## src/hdl/swe_ram.sv

```systemverilog
// Generic single-port synchronous RAM with a registered read.
`timescale 1ns / 1ps
module swe_ram #(
  parameter int unsigned Width = 32,
  parameter int unsigned Depth = 64
) (
  input  logic                     clk_i,
  input  logic                     we_i,
  input  logic [$clog2(Depth)-1:0] addr_i,
  input  logic [Width-1:0]         wdata_i,
  output logic [Width-1:0]         rdata_o
);
  logic [Width-1:0] mem_q [Depth];

  always_ff @(posedge clk_i) begin
    if (we_i) begin
      mem_q[addr_i] <= wdata_i;
    end
    rdata_o <= mem_q[addr_i];
  end
endmodule

```

## config.mk

```make
export PLATFORM = sky130hd
export DESIGN_NAME = swe_ram
export DESIGN_NICKNAME = d
export VERILOG_FILES = /design/src/hdl/swe_ram.sv
export SDC_FILE = /design/constraint.sdc
export NUM_CORES = 2
export LEC_CHECK = 0
export BUFFER_PORTS_ARGS = -buffer_cell sky130_fd_sc_hd__buf_2
export CAP_MARGIN = 10
export CORE_MARGIN = 2
export CORE_UTILIZATION = 55
export DETAILED_ROUTE_END_ITERATION = 16
export PLACE_DENSITY = 0.71
export SLEW_MARGIN = 5
export SYNTH_ARGS = -nofsm -noshare
export SYNTH_HDL_FRONTEND = slang
export SYNTH_SLANG_ARGS = --single-unit
```

## constraint.sdc

```tcl
create_clock -name clk_i -period 9.3 [get_ports clk_i]
set_clock_uncertainty 0.15 [all_clocks]
set_input_delay 0.465 -clock clk_i [delete_from_list [all_inputs] [get_ports clk_i]]
set_output_delay 0.465 -clock clk_i [all_outputs]
set_load 0.02 [all_outputs]
```

# Word level (Yosys, flattened, before mapping)
# Memories as Yosys holds them, arrays and structs flattened. A register that Yosys moved wholly into a read port is not among the register bits.
# Cells that the tools add are included.
[op_classes]
mux = 2
[ops]
columns = ["operator", "count"]
rows = [
  ["2-to-1 mux 1 bit", 2],
]
[totals]
regBits = 0
mem_bits_rw = 2048
in_bits = 40
elab_cells = 3
mem_count = 1
[mem_list]
columns = ["memory", "depth", "word_bits", "read_ports", "rd_ports_with_merged_regs", "wr", "line_no", "text"]
rows = [
  ["mem_q", 64, 32, 1, 1, 1, "13", "logic [Width-1:0] mem_q [Depth];"],
]

# Depth between registers and ports, before layout
[depth]
word_depth = 2
depth_mapped = 13
mapped_depth_nobuf = 6

# Worst setup path after synthesis
# OpenSTA, ideal clock, no wires.
[synth_path]
kind = "input port to flip-flop"
startpoint = "input addr_i[2]"
endpoint = "memory mem_q[15][0], enable pin"
setup_ns = 0.421
arrival_time_ns = 3.283
required_time_ns = 8.729
path_slack_ns = 5.446
path_stages = 8
path_cell_list = "buf_2 buf_2 buf_2 buf_2 buf_2 buf_2 nand3_1 nor2_1"
[synth_rtl]
columns = ["item", "line_no", "text"]
rows = [
  ["from (decl)", "9", "input logic [$clog2(Depth)-1:0] addr_i,"],
  ["to (decl)", "13", ""],
]
# No word-level cell before the write port.

==> impl_results.md <==
- Status: finished, final reports clean
- Row count: 139
- Fin cells: 6,414
- Clock transition at path regs: 60 ps
- Final wirelength: 209,000 um
- CTS root buf: clkbuf_16
- Final Cycle Share: 41.4%
- Fillers: 9,994
- Worst-margin pin slew: 1270 ps
- Critical path fanouts, max: 82
- Fin Setup TNS: 0 ps
- Worst Path Arrival: 4440 ps
- Layout cells sized above 1: 17.7%
- Achievable clock frequency: 259 MHz
- Remaining Overflow, GRT: 0
- I/O Buffers: 71
- Postcts setup bufs: 0
- Post-synth top area cell: edfxtp_1
- Leak: 28.2 nW
- FFs w/ async S/R, synth: 0%
- Number of synthesized flops with an enable pin: 2,048
- Max Slew Vio Count: 0
- CTS resizes: 0
- Worst setup path class: in2reg
- Area occupied by multi-input gates: 16,100 um2
- TritonRoute pass-1 iters: 7
- Die Footprint: 147,000 um2
- Drt drc: 0
- Number of buffers created by CTS: 195
- Final min period: 3850 ps
- Drt wl/cell: 32.6 um
- Hold Crit Depth: 4
- CTS tree: yes
- Largest net degree at the start of global routing: 134
- Syn_nets: 4,279
- CTS H-tree lvls: 4
- Flops & latches, synth: 2,080
- Worst-Skew Late Latency: 810 ps
- Fin. Hold Viols: 0
- Clk sinks: 2,080
- Syn Area/Cell: 18.6 um2
- Vias per std cell: 6.78
- Initial DRC count: 6,652
- R2R cell count: 5
- Sequential cell area: 62,100 um2
- Syn-to-layout area delta: 11.6%
- First-pass GRT wire length: 299,000 um
- Synth top area share: 77.9%
- Fraction of the yosys area taken by sequential cells: 78.7%
- Total track usage: 28.4%
- Worst Path Required: 9890 ps
- GPL Wtd Cong: 0.876
- Synth unique cells: 56
- CTS Buffer Depth: 3
- Startpoint Class: primary input
- HP Class: in2reg
- Number of global-route vias before repair: 41.9k
- Max cap viols: 0
- Top area cells in the synthesized netlist: edfxtp_1 (78%), mux2i_1 (3.3%), mux4_2 (2.7%)
- Die X-Extent: 383 um
- Peak VDD IR: 0.000178 V
- Mapped cell area: 78,900 um2
- I/O pins: 72
- Total number of vias: 43.5k
- Setup-failing EPs final: 0
- RSZ-0062 raised after global routing: false
- Post-DP HPWL: 114,000 um
- Prevailing post-synth register cell: edfxtp_1
- Antenna-violating nets left: 0
- Critical path endpoint category: flop
- Worst slew margin: 15.0%
- Die Height: 383 um
- Power Density: 216 nW/um2
- Post-Synthesis Cells: 4,239
- Core area: 143,000 um2
- Yosys warns: 0
- Initial antenna violation count: 12
- Nets: 4,388
- Initial Util: 55.2%
- Placed insts: 6,049
-- metal layers --
| layer | vias up | part of all wire (%) | global-route usage, % |
|---|---|---|---|
| li1 | 17800 | - | - |
| met2 | 2809 | 47 | 44.1 |
| met4 | 12 | 4.5 | 12.0 |
| met1 | 22300 | 38 | 39.8 |
| met3 | 467 | 11 | 5.29 |
| met5 | - | 0.035 | 0 |
-- critical path, stage by stage --
cell and delay [ps]:
buf_8 480, nor2b_4 1020, buf_4 930, a221oi_1 310
o22ai_1 620, a21oi_1 150, nand3_1 110
-- cells in the final DEF, fill, tap and decap left out, types with 16 or more instances in the layout --
cell          n
edfxtp_1   2048
mux2i_1     259
clkbuf_16   200
a22oi_1     188
a221oi_1    175
mux2_2      147
buf_4       131
a21oi_1     121
mux4_2       96
o22ai_1      93
and3_1       85
o21ai_0      84
nor2_1       76
o22a_1       70
buf_2        68
nor2_4       67
a22o_1       66
nand3_1      53
clkinv_1     52
clkbuf_1     46
a31oi_1      43
clkinv_2     34
dfxtp_1      32
nand2_1      27
nor3_1       19
a211oi_1     17
a222oi_1     16
-- cell families after synthesis --
| kind of cell | count (synthesis) | synth area share, % |
|---|---|---|
| flops | 2080 | 78.7 |
| compound gates | 933 | 8.66 |
| mux | 502 | 8.12 |
| simple gates | 424 | 2.81 |
| buf+inv | 300 | 1.68 |
-- synth_stat cells, types with 3 or more instances --
cell type,instances
a31oi_1,43
nor4_1,14
nor2_1,145
buf_12,3
nand3_1,54
buf_2,83
and3_1,85
clkbuf_1,168
o221ai_1,6
nand2b_1,18
or3_1,4
nand2_1,28
o21ai_0,84
nor3_1,22
edfxtp_1,2048
a221oi_1,175
nand4_1,3
o22a_1,70
mux4_2,96
or4_1,15
nor2b_1,8
or4b_1,14
o22ai_1,93
buf_4,8
a22oi_1,188
mux2_2,147
dfxtp_1,32
a211oi_1,17
a222oi_1,16
o2bb2ai_1,15
a221o_1,15
a2111oi_0,15
a22o_1,66
buf_1,33
a21oi_1,121
mux2i_1,259
and2_1,5
-- final timing paths --
| check | start | to | slack, ps |
|---|---|---|---|
| worst max-delay path | addr_i[2] | rdata_o[2]$_DFF_P_ | 5450 |
| worst min-delay path | addr_i[4] | rdata_o[31]$_DFF_P_ | 80 |
| worst max register to register | mem_q[21][27]$_DFFE_PP_ | rdata_o[27]$_DFF_P_ | 6560 |
| worst min register to register | mem_q[32][9]$_DFFE_PP_ | rdata_o[9]$_DFF_P_ | 490 |
-- report_power, final --
group          internal [mW]  leakage, nW  switching, mW
Clock                   4.26         2.94           3.32
Combinational          0.290         6.58          0.697
Sequential              10.4         18.7         0.0517
Total                   14.9         28.2           4.07
-- sequential cells by signal, summed over array words and instances (netlist names) --
register  flops
mem_q      2048
rdata_o      32
-- cell type report --
cell class,instances,share of cell area (%)
multi-input combinational,1859,18.2
clock buffer,247,5.89
sequential,2080,70.5
inverter,2,0.0170
antenna,5,0.0142
clock inverter,108,0.926
tap,1903,2.70
timing repair buffer,210,1.71
-- per-stage QoR --
step | power, mW | hold WS [ps] | area [um2] | util [%] | setup WS, ps
6_report | 19.0 | 79.9 | 88100 | 61.6 | 5450
2_1_floorplan | 11.1 | 414 | 78900 | - | 5450
4_1_cts | 19.0 | 31.1 | 88000 | 61.6 | 5580
3_5_place_dp | 11.6 | 457 | 82000 | 57.4 | 4730
5_1_grt | 19.5 | 130 | 88100 | 61.6 | 5440
3_3_place_gp | 11.6 | 436 | 82000 | 57.4 | 4760
-- what timing repair did --
item,CTS,global route
endpoints found under the hold margin,28,12
hold buffers,2,1
setup endpoints to repair,0,0
Note: power is estimated with default switching activity, not from simulation.
