`src/hdl/swe_divider.sv`:
```
// Iterative signed divider, one quotient bit per cycle, truncating toward zero.
`timescale 1ns / 1ps
module swe_divider (
  input  logic        clk_i,
  input  logic        rst_ni,
  input  logic        start_i,
  input  logic [31:0] dividend_i,
  input  logic [31:0] divisor_i,
  output logic        done_o,
  output logic [31:0] quot_o,
  output logic [31:0] rem_o
);
  logic [31:0] quo_q, quo_d;
  logic [31:0] rem_q, rem_d;
  logic [31:0] dvs_q, dvs_d;
  logic [5:0]  cnt_q, cnt_d;
  logic        busy_q, busy_d;
  logic        done_q, done_d;
  logic        qneg_q, qneg_d, rneg_q, rneg_d;
  logic [32:0] trial;

  always_comb begin
    quo_d = quo_q; rem_d = rem_q; dvs_d = dvs_q; cnt_d = cnt_q;
    busy_d = busy_q; done_d = 1'b0; qneg_d = qneg_q; rneg_d = rneg_q;
    trial = {rem_q, quo_q[31]} - {1'b0, dvs_q};
    if (start_i) begin
      busy_d = 1'b1;
      cnt_d  = 6'd0;
      rem_d  = 32'd0;
      quo_d  = dividend_i[31] ? 32'd0 - dividend_i : dividend_i;
      dvs_d  = divisor_i[31] ? 32'd0 - divisor_i : divisor_i;
      qneg_d = dividend_i[31] ^ divisor_i[31];
      rneg_d = dividend_i[31];
    end else if (busy_q) begin
      if (!trial[32]) begin
        rem_d = trial[31:0];
        quo_d = {quo_q[30:0], 1'b1};
      end else begin
        rem_d = {rem_q[30:0], quo_q[31]};
        quo_d = {quo_q[30:0], 1'b0};
      end
      cnt_d = cnt_q + 6'd1;
      if (cnt_q == 6'd31) begin
        busy_d = 1'b0;
        done_d = 1'b1;
      end
    end
  end

  always_ff @(posedge clk_i or negedge rst_ni) begin
    if (!rst_ni) begin
      busy_q <= 1'b0;
      done_q <= 1'b0;
      cnt_q  <= 6'd0;
    end else begin
      busy_q <= busy_d;
      done_q <= done_d;
      cnt_q  <= cnt_d;
    end
  end

  always_ff @(posedge clk_i) begin
    quo_q  <= quo_d;
    rem_q  <= rem_d;
    dvs_q  <= dvs_d;
    qneg_q <= qneg_d;
    rneg_q <= rneg_d;
  end

  assign done_o = done_q;
  assign quot_o = qneg_q ? 32'd0 - quo_q : quo_q;
  assign rem_o  = rneg_q ? 32'd0 - rem_q : rem_q;

  a_done_after_busy: assert property (@(posedge clk_i) disable iff (!rst_ni)
    done_q |-> !busy_q) else $error("divider done while busy");
  a_cnt_idle: assert property (@(posedge clk_i) disable iff (!rst_ni)
    !busy_q && !start_i |=> cnt_q == $past(cnt_q)) else $error("divider count moved");
  a_busy_from_start: assert property (@(posedge clk_i) disable iff (!rst_ni)
    $rose(busy_q) |-> $past(start_i)) else $error("divider busy without start");
endmodule

```
`config.mk`:
```
export PLATFORM = sky130hd
export DESIGN_NAME = swe_divider
export DESIGN_NICKNAME = d
export VERILOG_FILES = /design/src/hdl/swe_divider.sv
export SDC_FILE = /design/constraint.sdc
export NUM_CORES = 1
export LEC_CHECK = 0
export ABC_AREA = 0
export BUFFER_PORTS_ARGS = -buffer_cell sky130_fd_sc_hd__buf_2
export CELL_PAD_IN_SITES_DETAIL_PLACEMENT = 1
export CELL_PAD_IN_SITES_GLOBAL_PLACEMENT = 1
export CORE_MARGIN = 2
export CORE_UTILIZATION = 44
export DETAILED_ROUTE_END_ITERATION = 6
export GPL_TIMING_DRIVEN = 1
export PLACE_DENSITY_LB_ADDON = 0.1
export SETUP_SLACK_MARGIN = 0.4
export SLEW_MARGIN = 5
export SYNTH_ARGS = -nofsm -noshare
export SYNTH_HDL_FRONTEND = slang
export SYNTH_SLANG_ARGS = --single-unit
export TNS_END_PERCENT = 1
```
`constraint.sdc`:
```
create_clock -name clk_i -period 4.4 [get_ports clk_i]
set_clock_uncertainty 0.1 [all_clocks]
set_input_delay 0.66 -clock clk_i [delete_from_list [all_inputs] [get_ports clk_i]]
set_output_delay 0.66 -clock clk_i [all_outputs]
set_load 0.01 [all_outputs]
```
Yosys cells after proc, flatten, opt, wreduce, memory -nomap -nowiden:

Cells that the tools add are included.

* bits of input ports: 67
* register bits: 106

* multiplexer cells: 16
* add/subtract/negate cells: 6
* reductions and logical operators: 1
* equal/unequal tests: 1
* bitwise operators: 1

Operator list (number)
* 32-bit 2-to-1 mux: 6
* 1-bit by 32-bit subtractor with 32-bit output, first input constant: 4
* 33-bit by 32-bit subtractor with 33-bit output: 1
* 31-bit 2-to-1 mux: 1
* 6-bit 2-to-1 mux: 2
* 1-bit 2-to-1 mux: 7
* 6-bit by 1-bit adder with 6-bit output, second input constant: 1
* 6-bit by 5-bit equality test with 1-bit output, second input constant: 1
* 2-bit nonzero test: 1
* 1-bit bitwise XOR: 1

Longest topological paths before layout:

* depth in word-level cells: 4
* depth in mapped cells: 14

Worst setup path before layout:

OpenSTA, ideal clock, no wires.

* path type: input -> register
* from: input port divisor_i[5]
* to: register dvs_q[29] (data pin)
* setup time: 0.258 ns
* cell stages on the path: 8
* arrival time: 3.426 ns
* slack: 0.616 ns
* data required time: 4.042 ns
* cell sequence: or4_4 > or3_4 > or3_4 > or4_4 > or4_4 > or3_4 > o31ai_4 > xnor2_1

* word-level cells in the longest chain between the ends: 2

RTL lines
* from (decl): RTL line 8 `input logic [31:0] divisor_i,`
* 1-bit by 32-bit subtractor with 32-bit output: RTL line 31 `dvs_d = divisor_i[31] ? 32'd0 - divisor_i : divisor_i;`
* 31-bit 2-to-1 mux: RTL line 31
* to (signal assigned): RTL line 65 `dvs_q <= dvs_d;`
* to (decl): RTL line 15 `logic [31:0] dvs_q, dvs_d;`

No other way between the ends.
A chain may end at the register's enable or synchronous reset.

Worst setup path in the final report:

* from: register quo_q[4]
* to: output port quot_o[29]

* word-level cells in the longest chain between the ends: 2

RTL lines
* from (decl): RTL line 13 `logic [31:0] quo_q, quo_d;`
* from (signal assigned): RTL line 63 `quo_q <= quo_d;`
* 1-bit by 32-bit subtractor with 32-bit output: RTL line 71 `assign quot_o = qneg_q ? 32'd0 - quo_q : quo_q;`
* 32-bit 2-to-1 mux: RTL line 71
* to (decl): RTL line 10 `output logic [31:0] quot_o,`

No other way between the ends.

==> flow_summary.ini <==
[final_layout]
area_delta_synth_final_pct = 17.9
final_cells = 1322
multi_input_area_um2 = 5410
final_common_cell = buf_2
nets = 1188
final_area_um2 = 9940
antennaDiodeCount = 0
drive_above_1_share_pct = 20.1
layout_common_cells = buf_2, xnor2_1, nor2_1, nand2_1, edfxtp_1
fillers = 2239
seqCellArea_um2 = 2830

[worst_setup_path]
critical_path.slowest_cell = or4_4
arrival_ns = 3.53
cp_max_fo = 5
end_kind = output pin
slowest_delay_ns = 0.48
worstPathRequired_ns = 3.64
critPathKind = flop to output pin
path_cells = nor3_2 -> nand3_1 -> or3_4 -> inv_2 -> nand2_2 -> or4_4 -> or3_4 -> or4_4 -> o41ai_4 -> xnor2_1 -> buf_2
startpoint_type = flop

[run]
drv_cap = 0

[drt]
drc_errors = 0
vias = 7616
initialDrtViolationCount = 468
dr.pass1.iters = 4
post_drt_wl_per_cell_um = 18.1
antenna_left = 0
wirelength_um = 23900
vias_per_cell = 5.76

[clock_network]
htree_levels = 3
cts.clk_slew.worst_paths_ns = 0.08
clock_path_buffers = 2
cts_tree = yes
insertion_delay_ns = 0.36
cts-hold-fix-buffers = 0
numCtsBuffers = 9
clock-sinks = 106
cts_root_buffer = clkbuf_16

[synthesis]
netlist_area_um2 = 8430
synth_area_per_cell_um2 = 8.74
synth_edf_count = 66
synthesis.instances = 964
synth_nets = 1069
synth_ff_type = edfxtp_1
yosysUniqueCellTypes = 60
ys_seq_elements = 106
async_flop_share_pct = 7.55
yosysSeqAreaShare_pct = 33.5
ys_warn_count = 0

[timing]
min_period_ns = 4.29
clock.fmax_mhz = 233
tightest_slew_ns = 1.07
finalSetupViolCount = 0
rsz0062_at_grt = yes
setup_ws_ns = 0.110
hold_viol = 0
fin_setup_tns_ns = 0
drv_slew = 0
relSlewSlack_pct = 28.6
holdWs_ns = 0.0307
period_share_pct = 97.5

[floorplanning]
chipHeight_um = 142
initial_utilization_pct = 44.9
fp-row-count = 50
die_area_um2 = 20300
pin_count = 132
die_w_um = 142
core_um2 = 18800

[placed_design]
post_dp_cell_area_um2 = 9350
post-place-ws_ns = 0.191
dpl.hpwl_um = 18100
gp_congestion = 0.939
port_buffers = 131
dpl.cell_count = 1297

[global_route]
grt_max_degree = 85
grt_first_pass_wirelength_um = 38000
antenna_found_initial = 0
first_global_vias = 7282
grt_overflow = 0
track_usage_pct = 23.5

[worst_hold_path]
hold_class = input port to asynchronous set/reset pin

[power]
cellLeakagePower_nw = 4.08
power.density_nw_per_um2 = 290
irDropWorstVdd_mv = 0.139

[run_status]
status = complete, no violations
==> path summary, 6_finish.rpt <==
check	slack, ns	to	startpoint	cells past startpoint
worst max-delay path	0.11	quot_o[29]	quo_q[4]$_DFFE_PP_	11
worst min-delay path	0.03	busy_q$_DFF_PN0_	rst_ni	1
worst max register to register	0.60	rem_q[12]$_SDFFE_PP0P_	dvs_q[26]$_DFFE_PP_	12
worst min register to register	0.46	rem_q[28]$_SDFFE_PP0P_	rem_q[28]$_SDFFE_PP0P_	2
max in group asynchronous	3.98	busy_q$_DFF_PN0_	rst_ni	1
min in group clk_i	0.42	dvs_q[0]$_DFFE_PP_	divisor_i[0]	1
==> worst max-delay path, delay by kind of cell (launching register included) <==
family | cells | cell delay [ns]
xor+xnor | 1 | 0.15
simple gates | 7 | 2.08
compound gates | 1 | 0.32
buf+inv | 2 | 0.21
flops | 1 | 0.40
==> metrics by stage <==
step / utilization (%) / total power (W)
3_3_place_gp: 49.8 / 0.00192
5_1_grt: 53.0 / 0.00303
6_report: 53.0 / 0.00288
3_5_place_dp: 49.8 / 0.00193
4_1_cts: 52.2 / 0.00289
2_1_floorplan: - / 0.00166
==> cell usage after synthesis, drive strengths merged (2+ instances only) <==
cell / n / area share [%]
and2: 4 / 0.30
nor2b: 2 / 0.15
ha: 37 / 5.5
o21ai: 61 / 3.6
nand4: 9 / 0.67
nand2b: 14 / 1.0
or4: 28 / 2.6
xor2: 41 / 4.3
o31ai: 33 / 3.1
dfrtp: 8 / 2.4
mux2: 3 / 0.40
buf: 8 / 0.47
nor2: 88 / 3.9
nand3b: 3 / 0.27
mux2i: 30 / 3.6
or2: 4 / 0.30
or3: 18 / 1.5
a211oi: 34 / 3.0
o211ai: 3 / 0.27
inv: 50 / 2.2
a21oi: 63 / 3.7
o21bai: 2 / 0.18
a21boi: 2 / 0.18
nor4: 9 / 0.74
a31oi: 6 / 0.45
nand3: 18 / 1.1
nor3: 9 / 0.53
clkbuf: 41 / 1.8
edfxtp: 66 / 24
a211o: 2 / 0.21
o41ai: 17 / 1.8
a311oi: 2 / 0.21
o21a: 7 / 0.62
xnor2: 109 / 11
a2111oi: 3 / 0.31
a21o: 16 / 1.4
nand2: 68 / 3.0
dfxtp: 32 / 7.6
==> kinds of logic after synthesis <==
kind of cell | synth area share [%]
DFF | 33.5
buffers and inverters | 4.53
AOI/OAI and AO/OA | 20.0
xor gates and xnor gates | 15.7
muxes | 3.96
and+or+nand+nor | 16.7
adders and majority gates | 5.73
==> state kept, by name, indices dropped and copies added (netlist names) <==
signal  cells
busy_q      1
cnt_q       6
done_o      1
dvs_q      32
qneg_q      1
quo_q      32
rem_q      32
rneg_q      1
==> metal layers <==
metal  routed length [um]  track usage, %
met5                    0               0
met4                  335            6.77
met3                  903            3.36
met2                10900            37.3
met1                11800            33.3
==> cell type report <==
cell class / instances / share of cell area (%)
well taps: 234 / 2.95
clock inverters: 5 / 1.03
inverters: 50 / 1.89
repair buffers: 157 / 8.84
clock buffers: 11 / 2.34
flip-flops and latches: 106 / 28.5
multi-input cells: 759 / 54.4
==> power by group <==
part	total (W)	switching, W	internal [W]
clock network	0.000940	0.000383	0.000558
logic	0.000721	0.000400	0.000321
registers	0.00122	0.0000786	0.00114
total	0.00288	0.000861	0.00202
==> what timing repair did <==
item / in CTS / in global routing
gates cloned: 0 / 0
setup buffers: 7 / 2
gates resized for setup: 10 / 35
pin swaps: 2 / 13
endpoints found under the setup margin: 9 / 37
No activity file was read; power rests on OpenSTA's default activity.
